===== src/hw/rtl/rem_pkg.sv =====
// shared types and constants for the regression error metrics block
package rem_pkg;

  localparam int unsigned SampleBits  = 16;
  localparam int unsigned CountBits   = 16;
  localparam int unsigned ErrBits     = 16;
  localparam int unsigned CntW        = CountBits + 1;
  localparam int unsigned SqBits      = 2 * ErrBits;
  localparam int unsigned SqSumBits   = SqBits + CountBits;
  localparam int unsigned AbsSumBits  = ErrBits + CountBits;
  localparam int unsigned MsBits      = 32;
  localparam int unsigned RootBits    = MsBits / 2;
  localparam int unsigned DivSteps    = SqSumBits;
  localparam int unsigned RootSteps   = RootBits;
  localparam int unsigned StepBits    = $clog2(DivSteps);

  typedef struct packed {
    logic signed [SampleBits-1:0] actual_value;
    logic signed [SampleBits-1:0] predicted_value;
    logic                         start_new;
    logic                         report;
  } rem_in_t;

  typedef struct packed {
    logic [CntW-1:0]     sample_total;
    logic [ErrBits-1:0]  largest_error;
    logic [ErrBits-1:0]  smallest_error;
    logic [MsBits-1:0]   mean_square;
    logic [RootBits-1:0] root_mean_square;
    logic [ErrBits-1:0]  mean_absolute;
    logic                saturated;
  } rem_out_t;

  typedef enum logic [2:0] {
    ST_IDLE,
    ST_SQUARE,
    ST_UPDATE,
    ST_DIV_PREP,
    ST_DIVIDE,
    ST_ROOT_PREP,
    ST_ROOT,
    ST_FINISH
  } rem_state_e;

  typedef struct packed {
    logic load_sample;
    logic square;
    logic update;
    logic div_init;
    logic div_step;
    logic root_init;
    logic root_step;
    logic load_out;
  } rem_cmd_t;

  typedef struct packed {
    logic report;
  } rem_sts_t;

endpackage


===== src/hw/rtl/rem_ctrl.sv =====
// sequencer for sample update, divide and square root
module rem_ctrl (
  input  logic            clk_i,
  input  logic            rst_ni,
  input  logic            in_valid_i,
  output logic            in_stall_o,
  output logic            out_valid_o,
  input  logic            out_stall_i,
  input  rem_pkg::rem_sts_t sts_i,
  output rem_pkg::rem_cmd_t cmd_o
);
  import rem_pkg::*;

  rem_state_e          state_q, state_d;
  logic [StepBits-1:0] cnt_q, cnt_d;
  logic                out_valid_q, out_valid_d;
  logic                out_free;
  logic                div_last, root_last;

  assign out_free  = !out_valid_q || !out_stall_i;
  assign div_last  = (cnt_q == StepBits'(DivSteps - 1));
  assign root_last = (cnt_q == StepBits'(RootSteps - 1));

  // next state
  always_comb begin
    state_d = state_q;
    case (state_q)
      ST_IDLE:      if (in_valid_i) state_d = ST_SQUARE;
      ST_SQUARE:    state_d = ST_UPDATE;
      ST_UPDATE:    state_d = sts_i.report ? ST_DIV_PREP : ST_IDLE;
      ST_DIV_PREP:  state_d = ST_DIVIDE;
      ST_DIVIDE:    if (div_last) state_d = ST_ROOT_PREP;
      ST_ROOT_PREP: state_d = ST_ROOT;
      ST_ROOT:      if (root_last) state_d = ST_FINISH;
      ST_FINISH:    if (out_free) state_d = ST_IDLE;
      default:      state_d = ST_IDLE;
    endcase
  end

  // outputs and step counter
  always_comb begin
    cmd_o       = '0;
    cnt_d       = cnt_q;
    out_valid_d = out_valid_q;
    if (out_valid_q && !out_stall_i) begin
      out_valid_d = 1'b0;
    end
    case (state_q)
      ST_IDLE:      cmd_o.load_sample = in_valid_i;
      ST_SQUARE:    cmd_o.square = 1'b1;
      ST_UPDATE:    cmd_o.update = 1'b1;
      ST_DIV_PREP: begin
        cmd_o.div_init = 1'b1;
        cnt_d          = '0;
      end
      ST_DIVIDE: begin
        cmd_o.div_step = 1'b1;
        cnt_d          = div_last ? '0 : cnt_q + 1'b1;
      end
      ST_ROOT_PREP: cmd_o.root_init = 1'b1;
      ST_ROOT: begin
        cmd_o.root_step = 1'b1;
        cnt_d           = root_last ? '0 : cnt_q + 1'b1;
      end
      ST_FINISH: begin
        if (out_free) begin
          cmd_o.load_out = 1'b1;
          out_valid_d    = 1'b1;
        end
      end
      default: cmd_o = '0;
    endcase
  end

  always_ff @(posedge clk_i or negedge rst_ni) begin
    if (!rst_ni) begin
      state_q     <= ST_IDLE;
      cnt_q       <= '0;
      out_valid_q <= 1'b0;
    end else begin
      state_q     <= state_d;
      cnt_q       <= cnt_d;
      out_valid_q <= out_valid_d;
    end
  end

  assign in_stall_o  = (state_q != ST_IDLE);
  assign out_valid_o = out_valid_q;

endmodule


===== src/hw/rtl/rem_datapath.sv =====
// accumulators, long dividers for both sums, integer root and result register
module rem_datapath (
  input  logic              clk_i,
  input  logic              rst_ni,
  input  rem_pkg::rem_in_t  in_data_i,
  input  rem_pkg::rem_cmd_t cmd_i,
  output rem_pkg::rem_sts_t sts_o,
  output rem_pkg::rem_out_t out_data_o
);
  import rem_pkg::*;

  // sample capture
  logic [ErrBits-1:0]     err_q;
  logic                   start_q, report_q;
  logic [SqBits-1:0]      sq_q;
  // accumulators
  logic [CntW-1:0]        count_q, count_d;
  logic [SqSumBits-1:0]   sq_sum_q, sq_sum_d;
  logic [AbsSumBits-1:0]  abs_sum_q, abs_sum_d;
  logic [ErrBits-1:0]     max_q, max_d, min_q, min_d;
  logic                   ovf_q, ovf_d;
  // divider
  logic [SqSumBits-1:0]   dq_sq_q, dq_ab_q;
  logic [CntW-1:0]        rem_sq_q, rem_ab_q;
  // root
  logic [MsBits-1:0]      rx_q;
  logic [RootBits-1:0]    root_q;
  logic [RootBits:0]      rr_q;
  rem_out_t               out_q;

  logic signed [SampleBits:0] diff;
  logic [SampleBits:0]        mag;
  logic [CntW-1:0]            count_base;
  logic [SqSumBits-1:0]       sq_base;
  logic [AbsSumBits-1:0]      abs_base;
  logic                       ovf_base;
  logic [CntW:0]              sh_sq, sh_ab, dvs;
  logic                       ge_sq, ge_ab;
  logic [RootBits+2:0]        sh_rt, trial;
  logic                       ge_rt;
  logic                       cnt_zero;
  logic [MsBits-1:0]          ms;

  // absolute error of the incoming pair
  assign diff = $signed({in_data_i.actual_value[SampleBits-1], in_data_i.actual_value})
              - $signed({in_data_i.predicted_value[SampleBits-1], in_data_i.predicted_value});
  assign mag  = diff[SampleBits] ? (SampleBits+1)'(-diff) : diff;

  always_ff @(posedge clk_i) begin
    if (cmd_i.load_sample) begin
      err_q    <= mag[ErrBits-1:0];
      start_q  <= in_data_i.start_new;
      report_q <= in_data_i.report;
    end
    if (cmd_i.square) begin
      sq_q <= SqBits'(err_q) * SqBits'(err_q);
    end
  end

  // accumulator update
  always_comb begin
    count_base = start_q ? '0 : count_q;
    sq_base    = start_q ? '0 : sq_sum_q;
    abs_base   = start_q ? '0 : abs_sum_q;
    ovf_base   = start_q ? 1'b0 : ovf_q;
    count_d    = count_base;
    sq_sum_d   = sq_base;
    abs_sum_d  = abs_base;
    max_d      = start_q ? '0 : max_q;
    min_d      = start_q ? '0 : min_q;
    ovf_d      = ovf_base;
    if (count_base[CountBits]) begin
      ovf_d = 1'b1;
    end else begin
      if (count_base == '0) begin
        max_d = err_q;
        min_d = err_q;
      end else begin
        if (err_q > max_q) max_d = err_q;
        if (err_q < min_q) min_d = err_q;
      end
      sq_sum_d  = sq_base + SqSumBits'(sq_q);
      abs_sum_d = abs_base + AbsSumBits'(err_q);
      count_d   = count_base + 1'b1;
    end
  end

  always_ff @(posedge clk_i or negedge rst_ni) begin
    if (!rst_ni) begin
      count_q   <= '0;
      sq_sum_q  <= '0;
      abs_sum_q <= '0;
      max_q     <= '0;
      min_q     <= '0;
      ovf_q     <= 1'b0;
    end else if (cmd_i.update) begin
      count_q   <= count_d;
      sq_sum_q  <= sq_sum_d;
      abs_sum_q <= abs_sum_d;
      max_q     <= max_d;
      min_q     <= min_d;
      ovf_q     <= ovf_d;
    end
  end

  // restoring divide, one quotient bit per cycle for both sums
  assign dvs   = {1'b0, count_q};
  assign sh_sq = {rem_sq_q, dq_sq_q[SqSumBits-1]};
  assign sh_ab = {rem_ab_q, dq_ab_q[SqSumBits-1]};
  assign ge_sq = (sh_sq >= dvs);
  assign ge_ab = (sh_ab >= dvs);

  always_ff @(posedge clk_i) begin
    if (cmd_i.div_init) begin
      dq_sq_q  <= sq_sum_q;
      dq_ab_q  <= SqSumBits'(abs_sum_q);
      rem_sq_q <= '0;
      rem_ab_q <= '0;
    end else if (cmd_i.div_step) begin
      dq_sq_q  <= {dq_sq_q[SqSumBits-2:0], ge_sq};
      dq_ab_q  <= {dq_ab_q[SqSumBits-2:0], ge_ab};
      rem_sq_q <= ge_sq ? CntW'(sh_sq - dvs) : sh_sq[CntW-1:0];
      rem_ab_q <= ge_ab ? CntW'(sh_ab - dvs) : sh_ab[CntW-1:0];
    end
  end

  assign cnt_zero = (count_q == '0);
  assign ms       = cnt_zero ? '0 : dq_sq_q[MsBits-1:0];

  // digit by digit square root, two radicand bits per cycle
  assign sh_rt = {rr_q, rx_q[MsBits-1 -: 2]};
  assign trial = {1'b0, root_q, 2'b01};
  assign ge_rt = (sh_rt >= trial);

  always_ff @(posedge clk_i) begin
    if (cmd_i.root_init) begin
      rx_q   <= ms;
      root_q <= '0;
      rr_q   <= '0;
    end else if (cmd_i.root_step) begin
      rx_q   <= {rx_q[MsBits-3:0], 2'b00};
      root_q <= {root_q[RootBits-2:0], ge_rt};
      rr_q   <= ge_rt ? (RootBits+1)'(sh_rt - trial) : sh_rt[RootBits:0];
    end
  end

  always_ff @(posedge clk_i) begin
    if (cmd_i.load_out) begin
      out_q.sample_total     <= count_q;
      out_q.largest_error    <= max_q;
      out_q.smallest_error   <= min_q;
      out_q.mean_square      <= ms;
      out_q.root_mean_square <= root_q;
      out_q.mean_absolute    <= cnt_zero ? '0 : dq_ab_q[ErrBits-1:0];
      out_q.saturated        <= ovf_q;
    end
  end

  assign sts_o.report = report_q;
  assign out_data_o   = out_q;

endmodule


===== src/hw/rtl/regression_error_metrics_top.sv =====
// top level of the running mse / mae / rmse accumulator
//
//  channel | direction | handshake          | payload
//  --------+-----------+--------------------+----------------------------
//  in      | to block  | in_valid_i/stall_o | rem_in_t  (sample pair, flags)
//  out     | from block| out_valid_o/stall_i| rem_out_t (metrics report)
//
// a sample without report is captured, squared and accumulated
// a report adds a preparation step and the long divider (one quotient bit of the
// 48-bit squared sum per cycle), a preparation step and the root, and then the
// result register is loaded
// reset clears the accumulators and the sequencer, no result pending
// the result register holds a report while out is stalled; new samples are
// taken meanwhile, and only the next report waits for it to drain
module regression_error_metrics_top (
  input  logic             clk_i,
  input  logic             rst_ni,
  input  logic             in_valid_i,
  output logic             in_stall_o,
  input  rem_pkg::rem_in_t in_data_i,
  output logic             out_valid_o,
  input  logic             out_stall_i,
  output rem_pkg::rem_out_t out_data_o
);
  import rem_pkg::*;

  // command and status between sequencer and datapath
  rem_cmd_t cmd;
  rem_sts_t sts;

  // state machine: stalls input outside idle, owns the out transfer valid
  rem_ctrl u_ctrl (
    .clk_i       (clk_i),
    .rst_ni      (rst_ni),
    .in_valid_i  (in_valid_i),
    .in_stall_o  (in_stall_o),
    .out_valid_o (out_valid_o),
    .out_stall_i (out_stall_i),
    .sts_i       (sts),
    .cmd_o       (cmd)
  );

  // accumulators, divider, root and result register
  rem_datapath u_datapath (
    .clk_i      (clk_i),
    .rst_ni     (rst_ni),
    .in_data_i  (in_data_i),
    .cmd_i      (cmd),
    .sts_o      (sts),
    .out_data_o (out_data_o)
  );

endmodule


===== config.mk =====
export PLATFORM = sky130hd
export DESIGN_NAME = regression_error_metrics_top
export DESIGN_NICKNAME = d
export VERILOG_FILES = /design/src/hw/rtl/rem_pkg.sv /design/src/hw/rtl/rem_ctrl.sv /design/src/hw/rtl/rem_datapath.sv /design/src/hw/rtl/regression_error_metrics_top.sv
export SDC_FILE = /design/constraint.sdc
export NUM_CORES = 2
export LEC_CHECK = 0
export ABC_CLOCK_PERIOD_IN_PS = 9400
export BUFFER_PORTS_ARGS = -buffer_cell sky130_fd_sc_hd__buf_4
export CAP_MARGIN = 0
export CELL_PAD_IN_SITES_DETAIL_PLACEMENT = 1
export CELL_PAD_IN_SITES_GLOBAL_PLACEMENT = 1
export CORE_UTILIZATION = 50
export CTS_CLUSTER_DIAMETER = 80
export DETAILED_ROUTE_END_ITERATION = 6
export PLACE_DENSITY = 0.89
export SETUP_SLACK_MARGIN = 0.4
export SKIP_CTS_REPAIR_TIMING = 1
export SLEW_MARGIN = 20
export SYNTH_ARGS = -nofsm -noshare
export SYNTH_HDL_FRONTEND = slang
export SYNTH_SLANG_ARGS = --single-unit

===== constraint.sdc =====
create_clock -name clk_i -period 9.4 [get_ports clk_i]
set_clock_uncertainty 0.05 [all_clocks]
set_input_delay 1.41 -clock clk_i [delete_from_list [all_inputs] [get_ports clk_i]]
set_output_delay 1.41 -clock clk_i [all_outputs]
set_load 0.05 [all_outputs]

## After elaboration in Yosys (flattened, before gate mapping)

Index checks and enable logic that the tools add are counted.
W data, S select, Z words.

| storage, ports and cells | value |
|---|---|
| input port bits | 38 |
| output and inout port bits | 116 |
| word-level logic and storage cells | 118 |
| bits in registers | 499 |

| operators by class | value |
|---|---|
| add/subtract/negate cells | 9 |
| multiply operators | 1 |
| reductions and logical operators | 14 |
| order comparisons | 5 |
| equality and inequality tests | 13 |
| mux-type cells | 48 |

Operator list:

| kind | number |
|---|---|
| $mux W32 | 7 |
| $mux W48 | 4 |
| $mux W16 | 9 |
| $mux W17 | 5 |
| $sub A17 B17 Y17 | 3 |
| $add A48 B32 Y48 | 1 |
| $ge A18 B17 Y1 | 2 |
| $logic_not A17 Y1 | 2 |
| $add A32 B16 Y32 | 1 |
| $mul A16 B16 Y32 | 1 |
| $pmux W3 S8 | 1 |
| $ge A19 B18 Y1 | 1 |
| $pmux W6 S3 | 1 |
| $add A17 B1 Y17 const B | 1 |
| $sub A16 B16 Y17 | 1 |
| $gt A16 B16 Y1 | 1 |
| $lt A16 B16 Y1 | 1 |
| $neg A16 Y16 | 1 |
| $mux W1 | 14 |
| $eq A3 B3 Y1 const B | 4 |
| $mux W3 | 4 |
| $mux W6 | 2 |
| $add A6 B1 Y6 const B | 1 |
| $eq A3 B2 Y1 const B | 2 |
| other kinds (14) | 20 |

## Depth between registers and ports, before layout

| logic depth | value |
|---|---|
| word-level depth | 5 |
| gate-level depth with buffers | 26 |
| gate-level depth less buffers | 24 |

## Hierarchy

A second synthesis with hierarchy kept.

| second synthesis, totals | value |
|---|---|
| cells, all modules | 3,207 |
| area total of the unflattened synthesis | 33,399.5 µm² |

By module, submodules not included:

| module | times used | seq. area each (µm²) | cells an instance | area an instance (µm²) |
|---|---|---|---|---|
| rem_datapath | 1 | 13,172.6 | 3,136 | 32,777.7 |
| rem_ctrl | 1 | 250.2 | 71 | 621.8 |

## Worst setup path after synthesis

No wires, ideal clock.

| timing | value |
|---|---|
| kind | in2reg |
| start | in out_stall_i |
| end | reg u_datapath.out_q (netlist bit u_datapath.out_data_o[0]), enable pin |
| stages on the path | 1 |
| library setup time | 0.626 ns |
| data required time | 8.724 ns |
| arrival | 6.818 ns |
| path buffers | 0 |
| slack | 1.906 ns |
| cell sequence | a21oi_1 |

| on the way | value |
|---|---|
| longest elaborated chain between the ends | 4 |

RTL lines:

| item | line | source |
|---|---|---|
| from (decl) | regression_error_metrics_top.sv:22 | `input logic out_stall_i,` |
| $logic_not A1 Y1 | rem_ctrl.sv:20 | `assign out_free = !out_valid_q \|\| !out_stall_i;` |
| $logic_or A1 B1 Y1 | rem_ctrl.sv:20 |  |
| $mux W1 | rem_ctrl.sv:66 | `if (out_free) begin` |
| $mux W1 | rem_ctrl.sv:48 | `case (state_q)` |
| to (decl) | rem_datapath.sv:29 | `rem_out_t out_q;` |

No other way between the ends.
A chain may end at the register's enable or synchronous reset.

## Worst setup path in the final report

| timing | value |
|---|---|
| start | reg u_datapath.err_q[11] |
| end | reg u_datapath.sq_q[30] (data pin) |

| on the way | value |
|---|---|
| longest elaborated chain between the ends | 1 |

RTL lines:

| item | line | source |
|---|---|---|
| from (decl) | rem_datapath.sv:13 | `logic [ErrBits-1:0] err_q;` |
| from (signal assigned) | rem_datapath.sv:51 | `err_q <= mag[ErrBits-1:0];` |
| $mul A16 B16 Y32 | rem_datapath.sv:56 | `sq_q <= SqBits'(err_q) * SqBits'(err_q);` |
| to (signal assigned) | rem_datapath.sv:56 |  |
| to (decl) | rem_datapath.sv:15 | `logic [SqBits-1:0] sq_q;` |

No other way between the ends.

==> impl_metrics.csv <==
group,metric,value,unit
outcome,status,"finished, final reports clean",
setup_path,arrival,7790,ps
clocking,htree_num_levels,2,
grt,grt_max_degree,84,
synth,async_flop_share,0.281,
drt,ant_nets,0,
clocking,cts.clk_slew.worst_paths,60,ps
setup_path,r2r_start,"u_datapath.err_q[11]$_DFFE_PP_",
setup_path,critical_path.startpoint,"u_datapath.err_q[11]$_DFFE_PP_",
setup_path,crit_chain,"nand2_1 -> fa_1 -> inv_1 -> fa_1 -> fa_1 -> fa_1 -> fa_1 -> inv_1 -> fa_1 -> inv_1 -> ha_1 -> and2_1 -> nand4_1 -> o32ai_1 -> o211ai_1 -> a31oi_1 -> nor4b_1 -> a211o_1",
drt,post_drt_wl_per_cell,21.9,um
grt,grt_pass1_vias,28700,
sta,slew_violations,0,
drt,drt_wl_total,97400,um
run,max_cap_viol_count,0,
setup_path,crit_top_cell,"fa_1",
clocking,clock_latency,620,ps
floorplanning,core-area,65900,um^2
worst_hold_path,hold_class,"reg2reg",
floorplanning,design.die.area,67600,um^2
placement,dp_hpwl,69000,um
floorplanning,ios,154,
setup_path,required,9710,ps
synth,synth-edff-count,275,
setup_path,ff2ff_setup_slack,1920,ps
sta,hold_violations,0,
placement,gp_congestion,0.910,
clocking,clk_path_buf_depth,3,
layout,layout-drive-gt1-share,0.0937,
synth,syn_inst,3404,
layout,fillers,7328,
synth,yosysSeqAreaShare,0.403,
setup_path,cp.depth,18,
layout,n_antenna_cell,0,
layout,final_nets,3985,
floorplanning,die_x,260,um
setup_path,critPathCaptureType,"flop",
floorplanning,rows,94,
sta,max_freq,0.134,GHz
synth,synth-seq-cells,498,
synth,ys.flop_type,"edfxtp_1",
setup_path,crit_fanout,19,
floorplanning,die_y,260,um
clocking,cts.sinks,498,
drt,drt-vias-per-instance,5.89,
grt,grtUsageTotal,0.289,
layout,final_cell_mix,"nand2_1 (574), inv_1 (381), edfxtp_1 (275)",
sta,rsz0062_at_grt,"false",
placement,io_buffers,153,
clocking,cts_buffers,55,
synth,synthDistinctLibCells,86,
sta,tightestPinTransition,1080,ps
drt,firstDrtPassIters,5,
sta,setup_violations,0,
drt,drt-initial-drc-count,1511,
synth,yosysWarnings,0,
setup_path,crit_path_end,"u_datapath.sq_q[30]$_DFFE_PP_",
setup_path,critPathBufInv,3,
sta,max-slew-margin-rel,0.273,
drt,vias,26200,
layout,syn_to_final_growth,11.7,%
setup_path,criticalPathCategory,"reg2reg",
sta,tns,0,ps
sta,min_period,7480,ps
clocking,cts_tree,"built",
setup_path,path_delay_family,"adder cells",
floorplanning,start_util,0.506,
grt,grt_antenna_before_repair,0,
setup_path,reg2regPathDepth,18,
setup_path,startpoint_type,"flop",
drt,drc,0,
synth,syn_area_per_cell,9.78,um^2
clocking,root_buffer,"clkbuf_16",
synth,synth_fp_nets,3861,
grt,grt_overflow,0,
grt,grt_pass1_wl,155000,um
setup_path,slowest_stage,"edfxtp_1",
layout,layout_commonest_cell,"nand2_1",
sta,period_share,0.796,
setup_path,r2r_end,"u_datapath.sq_q[30]$_DFFE_PP_",
setup_path,critical_path.max_stage_delay,1050,ps
synth,netlist_area,33300,um^2
sequential cells by signal, indices dropped and copies added, names as in the netlist, 3 cells and up:
name	flops
u_datapath.max_q	16
u_datapath.rx_q	32
u_datapath.rr_q	17
u_datapath.dq_sq_q	48
u_datapath.sq_sum_q	48
u_ctrl.state_q	3
u_datapath.out_data_o	114
u_datapath.abs_sum_q	32
u_datapath.rem_ab_q	17
u_datapath.err_q	16
u_datapath.count_q	17
u_datapath.dq_ab_q	48
u_datapath.rem_sq_q	17
u_datapath.root_q	16
u_datapath.min_q	16
u_ctrl.cnt_q	6
u_datapath.sq_q	31
how the worst min path moves through the flow:
stage                                                  start                             endpoint  slack, ps  cells after the start
after floorplan            u_datapath.root_q[0]$_SDFFE_PP0P_  u_datapath.out_data_o[17]$_DFFE_PP_        360                      0
final                      u_datapath.root_q[9]$_SDFFE_PP0P_  u_datapath.out_data_o[26]$_DFFE_PP_        380                      0
after detailed placement   u_datapath.root_q[9]$_SDFFE_PP0P_  u_datapath.out_data_o[26]$_DFFE_PP_        370                      0
after global routing      u_datapath.root_q[11]$_SDFFE_PP0P_  u_datapath.out_data_o[28]$_DFFE_PP_        400                      0
after CTS                  u_datapath.root_q[9]$_SDFFE_PP0P_  u_datapath.out_data_o[26]$_DFFE_PP_        380                      0
after global placement     u_datapath.root_q[3]$_SDFFE_PP0P_  u_datapath.out_data_o[20]$_DFFE_PP_        360                      0
synthesized netlist by cell type, drive strengths merged, types with 8 or more instances:
cell,instances,area (um^2)
a2111oi,9,110
a211oi,18,135
a21boi,9,67.6
a21o,66,495
a21oi,123,619
a22o,37,324
a31o,8,78.8
a31oi,16,115
a41oi,8,88.8
and2,102,638
and3,19,119
and4,8,70.1
buf,20,95.1
clkbuf,97,364
dfrtp,140,3500
dfxtp,83,1660
edfxtp,275,8260
fa,168,3360
ha,251,3140
inv,382,1430
mux2,32,360
mux2i,22,220
nand2,575,2160
nand2b,21,131
nand3,70,350
nand4,41,257
nor2,147,552
nor2b,81,514
nor3,51,255
nor3b,10,75.1
nor4,11,68.8
o211ai,9,67.6
o21a,30,225
o21ai,147,739
o21bai,13,97.6
o22ai,18,113
o31ai,25,193
or2,9,56.3
or3,15,93.8
xnor2,92,806
xor2,73,639
worst reg2reg max path: stages, from the launching register on:
cell and delay, ps:
edfxtp_1 1050, nand2_1 300, fa_1 680, inv_1 90, fa_1 500, fa_1 520, fa_1 550, fa_1 550
inv_1 60, fa_1 590, inv_1 60, ha_1 330, and2_1 180, nand4_1 170, o32ai_1 620, o211ai_1 250
a31oi_1 340, nor4b_1 90, a211o_1 240
routing by layer:
metal | part of all wire | global-route usage | routed length, um | vias up
li1 | - | - | - | 11900
met1 | 0.39 | 0.343 | 38300 | 13200
met2 | 0.52 | 0.525 | 50500 | 868
met3 | 0.053 | 0.0423 | 5150 | 263
met4 | 0.036 | 0.108 | 3460 | 0
met5 | 0 | 0 | 0 | -
per-stage QoR:
step	area, um^2	hold slack [ps]	instances	worst slack, ps	util
after floorplan	33300	358	3404	1910	-
after global placement	35400	363	4335	2330	0.537
after detailed placement	35400	367	4335	2040	0.537
after CTS	37200	382	4439	2020	0.565
after global routing	37200	398	4439	1620	0.565
final	37200	380	4439	1920	0.565
final cells by class:
type	count	area [um^2]	share of cell area
Tap cell	864	1080	0.0291
Clock buffer	85	1580	0.0425
Clock inverter	19	251	0.00676
Timing Repair Buffer	184	1390	0.0373
Sequential cell	498	13400	0.361
Inverter	385	1450	0.0389
Multi-Input combinational cell	2404	18000	0.485
kinds of logic (layout without fill, tap and decap cells):
group	Yosys count	in the layout	share of synthesized area
flops	498	498	0.403
fa+ha+maj	419	419	0.195
mux	54	54	0.0174
compound gates	593	593	0.120
xor+xnor	165	165	0.0434
simple gates	1173	1173	0.164
buf+inv	502	673	0.0572
Power is not shown: default switching activity piles up to over one toggle a cycle in this logic, so the estimate is an artifact.
